## src/design/bdc_pkg.sv

```systemverilog
`timescale 1ns / 1ps

package bdc_pkg;

    // Configuration port geometry.
    localparam int CfgIndexWidth = 3;
    localparam int CfgDataWidth  = 16;

    // Configuration register indexes.
    localparam logic [CfgIndexWidth-1:0] REG_DEBOUNCE_TICKS    = 3'd0;
    localparam logic [CfgIndexWidth-1:0] REG_MULTICLICK_GAP    = 3'd1;
    localparam logic [CfgIndexWidth-1:0] REG_HOLD_AFTER_A      = 3'd2;
    localparam logic [CfgIndexWidth-1:0] REG_HOLD_AFTER_B      = 3'd3;
    localparam logic [CfgIndexWidth-1:0] REG_CLICK_TARGET_A    = 3'd4;
    localparam logic [CfgIndexWidth-1:0] REG_CLICK_TARGET_B    = 3'd5;
    localparam logic [CfgIndexWidth-1:0] REG_LONGPRESS_ENABLE  = 3'd6;
    localparam logic [CfgIndexWidth-1:0] REG_MULTICLICK_ENABLE = 3'd7;

    // Register values after reset.
    localparam logic [7:0]  DEBOUNCE_TICKS_RST    = 8'd30;
    localparam logic [7:0]  MULTICLICK_GAP_RST    = 8'd200;
    localparam logic [15:0] HOLD_AFTER_A_RST      = 16'd1000;
    localparam logic [15:0] HOLD_AFTER_B_RST      = 16'd3000;
    localparam logic [3:0]  CLICK_TARGET_A_RST    = 4'd2;
    localparam logic [3:0]  CLICK_TARGET_B_RST    = 4'd3;
    localparam logic [1:0]  LONGPRESS_ENABLE_RST  = 2'd0;
    localparam logic [1:0]  MULTICLICK_ENABLE_RST = 2'd0;

    // Saturation limits of the timers and the click counter.
    localparam logic [7:0]  GAP_MAX      = 8'hFF;
    localparam logic [7:0]  DEBOUNCE_MAX = 8'hFF;
    localparam logic [15:0] HELD_MAX     = 16'hFFFF;
    localparam logic [3:0]  CLICK_MAX    = 4'hF;

    typedef struct packed {
        logic [7:0]  debounce_ticks;
        logic [7:0]  multiclick_gap;
        logic [15:0] hold_after_a;
        logic [15:0] hold_after_b;
        logic [3:0]  click_target_a;
        logic [3:0]  click_target_b;
        logic [1:0]  longpress_enable;
        logic [1:0]  multiclick_enable;
    } bdc_cfg_t;

    typedef struct packed {
        logic        press_fired;
        logic        release_fired;
        logic        hold_fired;
        logic [1:0]  longpress_fired;
        logic [1:0]  multiclick_fired;
        logic [15:0] press_length;
        logic [15:0] current_length;
        logic [3:0]  click_tally;
    } bdc_result_t;

endpackage

```

## src/design/button_debounce_click_detector.sv

```systemverilog
`timescale 1ns / 1ps
// Each input beat is taken into the input register, then its result into
// the result register, which offers it until taken. One beat per cycle
// while out_stall is low; the tracker state updates once per beat.
// Reset (rst_n low, asynchronous) empties both registers, returns the
// configuration to its defaults and puts the tracker idle with the gap expired.

module button_debounce_click_detector
    import bdc_pkg::*;
(
    input  logic                     clk,
    input  logic                     rst_n,
    input  logic                     cfg_write,
    input  logic [CfgIndexWidth-1:0] cfg_index,
    input  logic [CfgDataWidth-1:0]  cfg_data,
    input  logic                     in_valid,
    output logic                     in_stall,
    input  logic                     pin_level,
    output logic                     out_valid,
    input  logic                     out_stall,
    output logic                     press_fired,
    output logic                     release_fired,
    output logic                     hold_fired,
    output logic [1:0]               longpress_fired,
    output logic [1:0]               multiclick_fired,
    output logic [15:0]              press_length,
    output logic [15:0]              current_length,
    output logic [3:0]               click_tally
);

    bdc_cfg_t    cfg;
    bdc_result_t step_result;
    bdc_result_t result_reg;
    logic        in_valid_reg;
    logic        pin_reg;
    logic        out_valid_reg;
    logic        out_free;
    logic        advance;

    bdc_cfg_regs u_cfg (
        .clk       (clk),
        .rst_n     (rst_n),
        .cfg_write (cfg_write),
        .cfg_index (cfg_index),
        .cfg_data  (cfg_data),
        .cfg       (cfg)
    );

    // Handshake: the result register frees when empty or being taken.
    assign out_free = !out_valid_reg || !out_stall;
    assign advance  = in_valid_reg && out_free;
    assign in_stall = in_valid_reg && !out_free;

    // Input register.
    always_ff @(posedge clk or negedge rst_n)
    begin
        if (!rst_n)
        begin
            in_valid_reg <= 1'b0;
        end
        else if (!in_stall)
        begin
            in_valid_reg <= in_valid;
        end
    end

    always_ff @(posedge clk)
    begin
        if (!in_stall && in_valid)
        begin
            pin_reg <= pin_level;
        end
    end

    bdc_step u_step (
        .clk     (clk),
        .rst_n   (rst_n),
        .advance (advance),
        .pin     (pin_reg),
        .cfg     (cfg),
        .result  (step_result)
    );

    // Result register.
    always_ff @(posedge clk or negedge rst_n)
    begin
        if (!rst_n)
        begin
            out_valid_reg <= 1'b0;
        end
        else if (out_free)
        begin
            out_valid_reg <= in_valid_reg;
        end
    end

    always_ff @(posedge clk)
    begin
        if (advance)
        begin
            result_reg <= step_result;
        end
    end

    assign out_valid        = out_valid_reg;
    assign press_fired      = result_reg.press_fired;
    assign release_fired    = result_reg.release_fired;
    assign hold_fired       = result_reg.hold_fired;
    assign longpress_fired  = result_reg.longpress_fired;
    assign multiclick_fired = result_reg.multiclick_fired;
    assign press_length     = result_reg.press_length;
    assign current_length   = result_reg.current_length;
    assign click_tally      = result_reg.click_tally;

endmodule

```

## src/design/bdc_cfg_regs.sv

```systemverilog
`timescale 1ns / 1ps

module bdc_cfg_regs
    import bdc_pkg::*;
(
    input  logic                     clk,
    input  logic                     rst_n,
    input  logic                     cfg_write,
    input  logic [CfgIndexWidth-1:0] cfg_index,
    input  logic [CfgDataWidth-1:0]  cfg_data,
    output bdc_cfg_t                 cfg
);

    bdc_cfg_t cfg_reg;

    // Register file; each register keeps the low bits of the write data.
    always_ff @(posedge clk or negedge rst_n)
    begin
        if (!rst_n)
        begin
            cfg_reg.debounce_ticks    <= DEBOUNCE_TICKS_RST;
            cfg_reg.multiclick_gap    <= MULTICLICK_GAP_RST;
            cfg_reg.hold_after_a      <= HOLD_AFTER_A_RST;
            cfg_reg.hold_after_b      <= HOLD_AFTER_B_RST;
            cfg_reg.click_target_a    <= CLICK_TARGET_A_RST;
            cfg_reg.click_target_b    <= CLICK_TARGET_B_RST;
            cfg_reg.longpress_enable  <= LONGPRESS_ENABLE_RST;
            cfg_reg.multiclick_enable <= MULTICLICK_ENABLE_RST;
        end
        else if (cfg_write)
        begin
            unique case (cfg_index)
                REG_DEBOUNCE_TICKS:    cfg_reg.debounce_ticks    <= cfg_data[7:0];
                REG_MULTICLICK_GAP:    cfg_reg.multiclick_gap    <= cfg_data[7:0];
                REG_HOLD_AFTER_A:      cfg_reg.hold_after_a      <= cfg_data;
                REG_HOLD_AFTER_B:      cfg_reg.hold_after_b      <= cfg_data;
                REG_CLICK_TARGET_A:    cfg_reg.click_target_a    <= cfg_data[3:0];
                REG_CLICK_TARGET_B:    cfg_reg.click_target_b    <= cfg_data[3:0];
                REG_LONGPRESS_ENABLE:  cfg_reg.longpress_enable  <= cfg_data[1:0];
                REG_MULTICLICK_ENABLE: cfg_reg.multiclick_enable <= cfg_data[1:0];
                default:               cfg_reg.debounce_ticks    <= cfg_reg.debounce_ticks;
            endcase
        end
    end

    assign cfg = cfg_reg;

endmodule

```

## src/design/bdc_step.sv

```systemverilog
`timescale 1ns / 1ps

module bdc_step
    import bdc_pkg::*;
(
    input  logic        clk,
    input  logic        rst_n,
    input  logic        advance,
    input  logic        pin,
    input  bdc_cfg_t    cfg,
    output bdc_result_t result
);

    typedef enum logic [1:0] {
        PH_IDLE,
        PH_CONFIRM_PRESS,
        PH_PRESSED,
        PH_CONFIRM_RELEASE
    } phase_t;

    phase_t      phase_reg, phase_next;
    logic [7:0]  debounce_reg, debounce_next;
    logic [15:0] held_reg, held_next;
    logic [7:0]  gap_reg, gap_next;
    logic [3:0]  click_reg, click_next;
    logic [1:0]  lp_done_reg, lp_done_next;
    logic [1:0]  mc_done_reg, mc_done_next;
    logic [15:0] last_len_reg, last_len_next;

    logic [7:0]  gap_adv;
    logic [15:0] held_adv;
    logic [7:0]  debounce_adv;
    logic [4:0]  want_clicks;
    logic        debounce_done;
    logic        press_ev, release_ev, hold_ev;
    logic [1:0]  lp_ev, mc_ev;

    // Timers advance first, with saturation.
    always_comb
    begin
        gap_adv = (gap_reg == GAP_MAX) ? GAP_MAX : gap_reg + 8'd1;
        held_adv = held_reg;
        if (phase_reg == PH_PRESSED || phase_reg == PH_CONFIRM_RELEASE)
        begin
            held_adv = (held_reg == HELD_MAX) ? HELD_MAX : held_reg + 16'd1;
        end
        debounce_adv = debounce_reg;
        if (phase_reg == PH_CONFIRM_PRESS || phase_reg == PH_CONFIRM_RELEASE)
        begin
            debounce_adv = (debounce_reg == DEBOUNCE_MAX) ? DEBOUNCE_MAX
                                                          : debounce_reg + 8'd1;
        end
    end

    assign want_clicks   = {1'b0, click_reg} + 5'd1;
    assign debounce_done = (debounce_adv >= cfg.debounce_ticks);

    // Phase logic on the advanced timer values.
    always_comb
    begin
        phase_next    = phase_reg;
        debounce_next = debounce_adv;
        held_next     = held_adv;
        gap_next      = gap_adv;
        click_next    = click_reg;
        lp_done_next  = lp_done_reg;
        mc_done_next  = mc_done_reg;
        last_len_next = last_len_reg;
        press_ev      = 1'b0;
        release_ev    = 1'b0;
        hold_ev       = 1'b0;
        lp_ev         = 2'b00;
        mc_ev         = 2'b00;

        unique case (phase_reg)
            PH_IDLE:
            begin
                // Series over: fire matching multi-click events once.
                if (gap_adv > cfg.multiclick_gap)
                begin
                    mc_ev[0] = cfg.multiclick_enable[0] && !mc_done_reg[0]
                               && ({1'b0, cfg.click_target_a} == want_clicks);
                    mc_ev[1] = cfg.multiclick_enable[1] && !mc_done_reg[1]
                               && ({1'b0, cfg.click_target_b} == want_clicks);
                    mc_done_next = mc_done_reg | mc_ev;
                end
                if (pin)
                begin
                    debounce_next = 8'd0;
                    phase_next    = PH_CONFIRM_PRESS;
                end
            end
            PH_CONFIRM_PRESS:
            begin
                if (debounce_done)
                begin
                    if (pin)
                    begin
                        held_next = 16'd0;
                        if (gap_adv <= cfg.multiclick_gap)
                        begin
                            click_next = (click_reg == CLICK_MAX) ? CLICK_MAX
                                                                  : click_reg + 4'd1;
                        end
                        else
                        begin
                            click_next   = 4'd0;
                            mc_done_next = 2'b00;
                        end
                        press_ev   = 1'b1;
                        phase_next = PH_PRESSED;
                    end
                    else
                    begin
                        phase_next = PH_IDLE;
                    end
                end
            end
            PH_PRESSED:
            begin
                if (!pin)
                begin
                    debounce_next = 8'd0;
                    phase_next    = PH_CONFIRM_RELEASE;
                end
                else
                begin
                    hold_ev  = 1'b1;
                    lp_ev[0] = cfg.longpress_enable[0] && !lp_done_reg[0]
                               && (held_adv >= cfg.hold_after_a);
                    lp_ev[1] = cfg.longpress_enable[1] && !lp_done_reg[1]
                               && (held_adv >= cfg.hold_after_b);
                    lp_done_next = lp_done_reg | lp_ev;
                end
            end
            PH_CONFIRM_RELEASE:
            begin
                if (debounce_done)
                begin
                    if (!pin)
                    begin
                        last_len_next = held_adv;
                        lp_done_next  = 2'b00;
                        held_next     = 16'd0;
                        gap_next      = 8'd0;
                        release_ev    = 1'b1;
                        phase_next    = PH_IDLE;
                    end
                    else
                    begin
                        phase_next = PH_PRESSED;
                    end
                end
            end
            default:
            begin
                phase_next = PH_IDLE;
            end
        endcase
    end

    // Tracker state moves only when a beat passes to the output register.
    always_ff @(posedge clk or negedge rst_n)
    begin
        if (!rst_n)
        begin
            phase_reg    <= PH_IDLE;
            debounce_reg <= 8'd0;
            held_reg     <= 16'd0;
            gap_reg      <= GAP_MAX;
            click_reg    <= 4'd0;
            lp_done_reg  <= 2'b00;
            mc_done_reg  <= 2'b00;
            last_len_reg <= 16'd0;
        end
        else if (advance)
        begin
            phase_reg    <= phase_next;
            debounce_reg <= debounce_next;
            held_reg     <= held_next;
            gap_reg      <= gap_next;
            click_reg    <= click_next;
            lp_done_reg  <= lp_done_next;
            mc_done_reg  <= mc_done_next;
            last_len_reg <= last_len_next;
        end
    end

    // Result of the beat being processed.
    always_comb
    begin
        result.press_fired      = press_ev;
        result.release_fired    = release_ev;
        result.hold_fired       = hold_ev;
        result.longpress_fired  = lp_ev;
        result.multiclick_fired = mc_ev;
        result.press_length     = last_len_next;
        result.current_length   = held_next;
        result.click_tally      = click_next;
    end

endmodule

```

## config.mk

```make
export PLATFORM = sky130hd
export DESIGN_NAME = button_debounce_click_detector
export DESIGN_NICKNAME = d
export VERILOG_FILES = /design/src/design/bdc_pkg.sv /design/src/design/button_debounce_click_detector.sv /design/src/design/bdc_cfg_regs.sv /design/src/design/bdc_step.sv
export SDC_FILE = /design/constraint.sdc
export NUM_CORES = 1
export LEC_CHECK = 0
export BUFFER_PORTS_ARGS = -buffer_cell sky130_fd_sc_hd__buf_2
export CAP_MARGIN = 20
export CORE_MARGIN = 1
export CORE_UTILIZATION = 54
export CTS_CLUSTER_DIAMETER = 150
export DETAILED_ROUTE_END_ITERATION = 12
export PLACE_DENSITY_LB_ADDON = 0.1
export SETUP_SLACK_MARGIN = 0.5
export SLEW_MARGIN = 20
export SYNTH_ARGS = -nofsm -noshare
export SYNTH_HDL_FRONTEND = slang
export SYNTH_SLANG_ARGS = --single-unit
```

## constraint.sdc

```tcl
create_clock -name clk -period 3.6 [get_ports clk]
set_input_delay 0.36 -clock clk [delete_from_list [all_inputs] [get_ports clk]]
set_output_delay 0.36 -clock clk [all_outputs]
set_load 0.03 [all_outputs]
```

==> results of run 1 <==
-- layer usage --
metal	routed length [um]	vias to the layer above	track usage (%)
met4	371	0	8.12
met1	9250	3258	34.1
met5	0	-	0
met3	955	33	4.72
met2	10200	197	39.4
li1	-	3123	-
-- synthesized netlist by cell type, types with 4 or more instances --
master	instances	area [um^2]
nor3_1	8	40.0
dfrtp_1	89	2230
xnor2_1	12	105
xor2_1	16	140
o21ai_0	77	385
o21a_1	5	37.5
nor2b_1	6	37.5
edfxtp_1	44	1320
nor2_1	52	195
nand2_1	123	462
nand2b_1	8	50.1
nand3_1	18	90.1
and3_1	12	75.1
mux2_2	40	450
a31oi_1	6	37.5
clkbuf_1	32	120
and2_1	5	31.3
inv_1	67	251
dfstp_2	31	815
a22o_1	6	52.6
o31ai_1	21	158
nand4_1	19	119
mux2i_1	4	40.0
ha_1	52	651
a21oi_1	28	140
-- worst paths after layout --
path | slack, ns | to | cells past startpoint | start
max | 0.43 | longpress_fired[0] | 11 | u_step.held_reg[4]
min | 0.005 | u_step.last_len_reg[14] | 1 | rst_n
max reg2reg | 0.43 | longpress_fired[0] | 11 | u_step.held_reg[4]
min reg2reg | 0.48 | u_step.last_len_reg[0] | 2 | u_step.last_len_reg[0]
max in group asynchronous | 2.61 | u_cfg.cfg[20] | 2 | rst_n
min in group clk | 0.10 | pin_reg | 1 | pin_level
-- cell families after synthesis --
| kind of cell | Yosys count | share of synthesized area (%) |
|---|---|---|
| and+or+nand+nor | 271 | 15.0 |
| muxes | 44 | 5.82 |
| DFF | 164 | 51.7 |
| buffers and inverters | 102 | 4.63 |
| xor gates and xnor gates | 28 | 2.91 |
| AOI/OAI and AO/OA | 165 | 12.2 |
| adders and majority gates | 52 | 7.72 |
-- placed cells by master, fill, tap and decap left out, drive strengths merged, types with 4 or more instances in the layout --
| cell type | instances |
|---|---|
| a21oi | 29 |
| a22o | 6 |
| a31oi | 6 |
| and2 | 5 |
| and3 | 12 |
| buf | 127 |
| clkbuf | 21 |
| dfrtp | 89 |
| dfstp | 31 |
| edfxtp | 44 |
| ha | 52 |
| inv | 76 |
| mux2 | 40 |
| mux2i | 4 |
| nand2 | 123 |
| nand2b | 9 |
| nand3 | 18 |
| nand4 | 19 |
| nor2 | 53 |
| nor2b | 6 |
| nor3 | 8 |
| o21a | 5 |
| o21ai | 79 |
| o31ai | 22 |
| xnor2 | 12 |
| xor2 | 16 |
-- where the power goes --
group	leakage, nW	switching, W	internal [W]
sequential	1.91	0.000196	0.00228
clock	0.282	0.000797	0.000977
combinational	2.61	0.00111	0.000884
total	4.80	0.00211	0.00414
-- area by class of cell --
cell class | count | area share (%)
Clock buffer | 18 | 4.07
Clock inverter | 14 | 1.35
Inverter | 67 | 2.39
Multi-Input combinational cell | 560 | 39.7
Sequential cell | 164 | 41.5
Tap cell | 188 | 2.23
Timing Repair Buffer | 130 | 8.76
-- critical path, cell delays in order (launching register included) --
cell and delay [ns]:
dfrtp_1 0.48, nand3_2 0.22, nor2_2 0.30, nand4_1 0.17
mux2i_2 0.26, inv_1 0.11, ha_1 0.31, a21oi_1 0.17
o21ai_1 0.15, a2111oi_4 0.42, a31oi_4 0.14, and3b_1 0.21
-- timing repair --
action | 4_1_cts | 5_1_grt
resized for setup | 30 | 95
hold buffers | 0 | 0
cloned | 0 | 4
pin swaps | 11 | 35
setup buffers | 17 | 21
setup endpoints to repair | 15 | 85
-- per-stage QoR --
| step | std cells | area, um^2 |
|---|---|---|
| after CTS | 1116 | 9880 |
| after global routing | 1141 | 10500 |
| after global placement | 1067 | 9070 |
| final | 1141 | 10500 |
| after detailed placement | 1067 | 9070 |
| after floorplan | 826 | 8450 |
==> summary.md, run 1 <==
| Metric | Value |
|---|---|
| CTS Sinks | `164` |
| Total of max-cap violations | `0` |
| Pwr Total | `0.00625 W` |
| IO Count | `70` |
| Seq/Total Area, Yosys | `51.7%` |
| Global Route Usage Sum | `24.7%` |
| Drt first-iter violations | `465` |
| Synth Register Bits | `164` |
| Fin Clk Skew | `0.00915 ns` |
| Vias per cell | `5.79` |
| Leakage power | `4.80 nW` |
| Fmax | `315 MHz` |
| Predominant post-synthesis flop cell | `dfrtp_1` |
| Slew Limit Fails | `0` |
| Worst-path clk slew | `0.07 ns` |
| WHS | `0.00542 ns` |
| CP startpoint kind | `flop` |
| Status | `finished clean` |
| Setup crit end kind | `flop` |
| Router iterations before antenna repair | `7` |
| Syn Area/Cell | `10.2 um^2` |
| Diode count | `0` |
| Sequential Area | `4370 um^2` |
| Final min period | `3.17 ns` |
| Largest net degree at the start of global routing | `68` |
| Total CTS buffers | `17` |
| YS warnings | `0` |
| Area Overhead vs Synth | `25.0%` |
| Die X | `127 um` |
| Worst VDD drop | `0.432 mV` |
| Residual DRC count | `0` |
| Slew HR | `30.9%` |
| Final period util | `88.2%` |
| RSZ-0062 raised after global routing | `yes` |
| CORE AREA | `15200 um^2` |
| Final core occ | `69.3%` |
| Yosys cell types | `56` |
| First-pass GRT wire length | `31.1 mm` |
| Final Hold Viols | `0` |
| Final worst slack | `0.425 ns` |
| HP Class | `input pin to asynchronous set/reset pin` |
| Final Wtd Congestion | `0.857` |
| Antenna violations before repair | `0` |
| NumNets Final | `1017` |
| CTS tree | `yes` |
| Post-synth ARST share | `73.2%` |
| EDFF count, synth | `44` |
| Clk root buf | `clkbuf_16` |
| Fin Setup TNS | `0 ns` |
| Chip Height | `127 um` |
| Final setup vio count | `0` |
| Syn Nets | `903` |
| Synth Cell Area | `8430 um^2` |
| Mapped Cells | `826` |
| # H-tree levels | `4` |
| Worst-Margin Slew | `1.03 ns` |
| Clock Path Buffers | `2` |
| Kind of critical path | `flop to flop` |
| Vias in the first global route | `6211` |
| ANT nets after route | `0` |
| Starting density of the core | `55.5%` |
| Multi-input combinational cell area | `4190 um^2` |
| Max reg flops | `60` |
| Detailed-route wire length per cell | `18.2 um` |
| Die area | `16100 um^2` |
| Worst slack, placed | `0.154 ns` |
| Worst EP required | `3.79 ns` |
| IO Port Bufs | `69` |
| Via count | `6611` |
| Total gr overflow | `0` |
| FP Rows | `45` |
| DPL Wire Length | `13.2 mm` |
| WP data arrival | `3.36 ns` |
| Fillers | `1112` |
| Clock latency at the later pin of the worst-skew pair | `0.43 ns` |
| Crit Path Max Fanout | `4` |
| Final WL | `20.8 mm` |
| Power per Cell Area | `593 nW/um^2` |
| Share of layout cells above drive strength 1 | `34.1%` |
Note: power is estimated with default switching activity, not from simulation.
==> run 2: changes to the inputs <==
Settings changed: CORE_UTILIZATION 54 to 58, CTS_BUF_LIST set to sky130_fd_sc_hd__clkbuf_16, SETUP_SLACK_MARGIN 0.5 to not set.
Clock period 3.6 ns to 3.23 ns, I/O delays scaled along.
==> run 2 against run 1 <==
Against the previous run: non-clock buffer count decreased by 17; critical path type unchanged; wire length down 9.7%; hold slack gained 0.060 ns; critical path depth rose by 3; utilization increased by 0.87 points; cell area down 6.5%; clock skew fell by 0.0027 ns; fmax up 1.2%; largest cell class unchanged; sequential cell count stayed put; combinational power down 3%; global-route usage increased by 1.6 points; clock power rose by 7%.
==> summary.md, run 2 (synthesized netlist as in run 1, its figures left out) <==
| Metric | Value |
|---|---|
| Status | `finished clean` |
| DPL Wire Length | `13.2 mm (+0.45%)` |
| RSZ-0062 raised after global routing | `yes` |
| Total CTS buffers | `17 (unchanged)` |
| Cell area after layout | `9860 um^2 (-6.5%)` |
| CTS tree | `yes` |
| Clock Path Buffers | `2 (unchanged)` |
| WHS | `0.0656 ns (+0.0602 ns)` |
| Max reg flops | `60 (unchanged)` |
| Largest net degree at the start of global routing | `66 (-2.9%)` |
| Total gr overflow | `0 (unchanged)` |
| Switching pwr | `0.00221 W (+5.0%)` |
| CORE AREA | `14000 um^2 (-7.6%)` |
| Global Route Usage Sum | `26.3% (+1.6 points)` |
| Comb power frac | `29.5% (-2.5 points)` |
| Slowest stage cell, crit path | `dfrtp_1` |
| CP startpoint kind | `flop` |
| Slew Limit Fails | `0 (unchanged)` |
| Vias per cell | `5.76 (-0.53%)` |
| Most frequent cells in the layout | `nand2_1, dfrtp_1, o21ai_0` |
| Final min period | `3.14 ns (-0.0390 ns)` |
| Drt first-iter violations | `521 (+12%)` |
| IO Count | `70 (unchanged)` |
| Worst path max stage delay | `0.43 ns (-0.05 ns)` |
| Reg power frac | `41.9% (+2.3 points)` |
| Most common cell after layout, fill and taps aside | `nand2_1` |
| Chip Height | `123 um (-3.5%)` |
| Worst EP required | `3.48 ns (-0.31 ns)` |
| Kind of critical path | `flop to flop` |
| Fmax | `319 MHz (+1.2%)` |
| Clk root buf | `clkbuf_16` |
| FP Rows | `43 (-4.4%)` |
| Die X | `123 um (-3.5%)` |
| Final Hold Viols | `0 (unchanged)` |
| Slew HR | `49.5% (+19 points)` |
| Clock latency at the later pin of the worst-skew pair | `0.43 ns (about the same)` |
| Final setup vio count | `0 (unchanged)` |
| Worst-path clk slew | `0.07 ns (about the same)` |
| Final WL | `18.7 mm (-9.7%)` |
| Final Wtd Congestion | `0.937 (+9.4%)` |
| Largest delay share family, worst path | `simple AND/OR/NAND/NOR gates` |
| Starting density of the core | `60.0% (+4.6 points)` |
| Worst VDD drop | `0.495 mV (+15%)` |
| Setup crit end kind | `flop` |
| # H-tree levels | `4 (unchanged)` |
| Met2 Use GR | `41.4% (+1.9 points)` |
| Clk network pwr share | `28.6% (+0.2 points)` |
| Worst-Margin Slew | `0.749 ns (-0.277 ns)` |
| CP bufs+invs | `1 (unchanged)` |
| Leakage power | `4.61 nW (-4.0%)` |
| CTS Sinks | `164 (unchanged)` |
| Sw frac | `33.5% (-0.17 points)` |
| Detailed-route wire length per cell | `16.8 um (-7.6%)` |
| Met3 Use GR | `5.07% (+0.34 points)` |
| HP Class | `input pin to flop` |
| WP data arrival | `3.39 ns (+0.03 ns)` |
| Area Overhead vs Synth | `16.9%` |
| Crit Path Max Fanout | `6 (+2)` |
| Vias in the first global route | `6142 (-1.1%)` |
| GRT Max-Usage Layer | `met2` |
| NumNets Final | `1000 (-1.7%)` |
| First-pass GRT wire length | `30.1 mm (-2.9%)` |
| IO Port Bufs | `69 (unchanged)` |
| GRT met1 Usage | `36.7% (+2.6 points)` |
| Diode count | `0 (unchanged)` |
| Final period util | `97.1% (+8.9 points)` |
| Via count | `6432 (-2.7%)` |
| Router iterations before antenna repair | `5 (-2)` |
| Residual DRC count | `0 (unchanged)` |
| Placed Area | `9200 um^2 (+1.4%)` |
| ANT nets after route | `0 (unchanged)` |
| Total of max-cap violations | `0 (unchanged)` |
| Share of layout cells above drive strength 1 | `25.6% (-8.5 points)` |
| Pint | `0.00438 W (+5.8%)` |
| Die area | `15000 um^2 (-6.8%)` |
| Fin Setup TNS | `0 ns (unchanged)` |
| Antenna violations before repair | `0 (unchanged)` |
| Power per Cell Area | `669 nW/um^2 (+13%)` |
| Critical-path cell list | `ha_1 > nand2_1 > nor2_2 > nand2_1 > xnor2_1 > nor2_1 > inv_1 > ha_1 > and4_1 > and4_1 > o311ai_0 > a31oi_1 > o21ai_1 > nor4_1` |
| Fin Clk Skew | `0.00645 ns (-0.00270 ns)` |
==> run 2: cell types whose count changed in the layout (fill, tap and decap cells not counted), sizes merged <==
cell and delta:
dlygate4sd3 +1, inv -1, clkinvlp +2, buf -15, clkinv +1, clkbuf -4, bufinv -1
==> run 2: power groups by stage <==
stage / combinational, W / clock, W / sequential [W]
3_5_place_dp: 0.00183 / 0 / 0.00279
5_1_grt: 0.00214 / 0.00199 / 0.00280
3_3_place_gp: 0.00176 / 0 / 0.00277
4_1_cts: 0.00186 / 0.00191 / 0.00275
6_report: 0.00194 / 0.00189 / 0.00276
2_1_floorplan: 0.00126 / 0 / 0.00282
==> run 2: layout make-up <==
type                       count  area [um^2]
tap                          180          225
clock inverter                15          123
inverter                      67          251
clock buffer                  17          425
multi-input combinational    560         3750
fill                        1044         4180
sequential                   164         4360
timing repair buffer         113          718
==> run 2: metal layers <==
layer	up-vias	routed length, um
li1	3081	-
met5	-	0
met1	3146	8570
met2	177	9010
met3	28	868
met4	0	299
==> run 2: worst paths after layout <==
check,startpoint,to,slack [ns],depth (start not counted)
worst max-delay path,u_step.held_reg[1],longpress_fired[1],0.09,14
worst min-delay path,pin_level,pin_reg,0.07,1
worst max register to register,u_step.held_reg[1],longpress_fired[1],0.09,14
worst min register to register,u_step.last_len_reg[11],u_step.last_len_reg[11],0.48,2
max in group asynchronous,rst_n,u_cfg.cfg[56],1.88,3
min in group asynchronous,rst_n,u_step.last_len_reg[8],0.50,2
==> run 2: through the flow <==
stage / setup slack, ns / power [W] / cells / utilization (%)
global route: -0.0877 / 0.00693 / 1116 / 70.2
global placement: 0.0713 / 0.00452 / 1078 / 65.5
CTS: 0.00475 / 0.00652 / 1111 / 69.5
detailed placement: 0.0444 / 0.00462 / 1078 / 65.5
finish: 0.0945 / 0.00659 / 1116 / 70.2
floorplan: 0.0462 / 0.00408 / 826 / -
==> run 2: repair_timing <==
item / in CTS / in global routing
endpoints found under the setup margin: 0 / 11
hold endpoints to repair: 42 / 0
hold buffers: 1 / 0
resized for setup: 0 / 18
setup buffers: 0 / 5
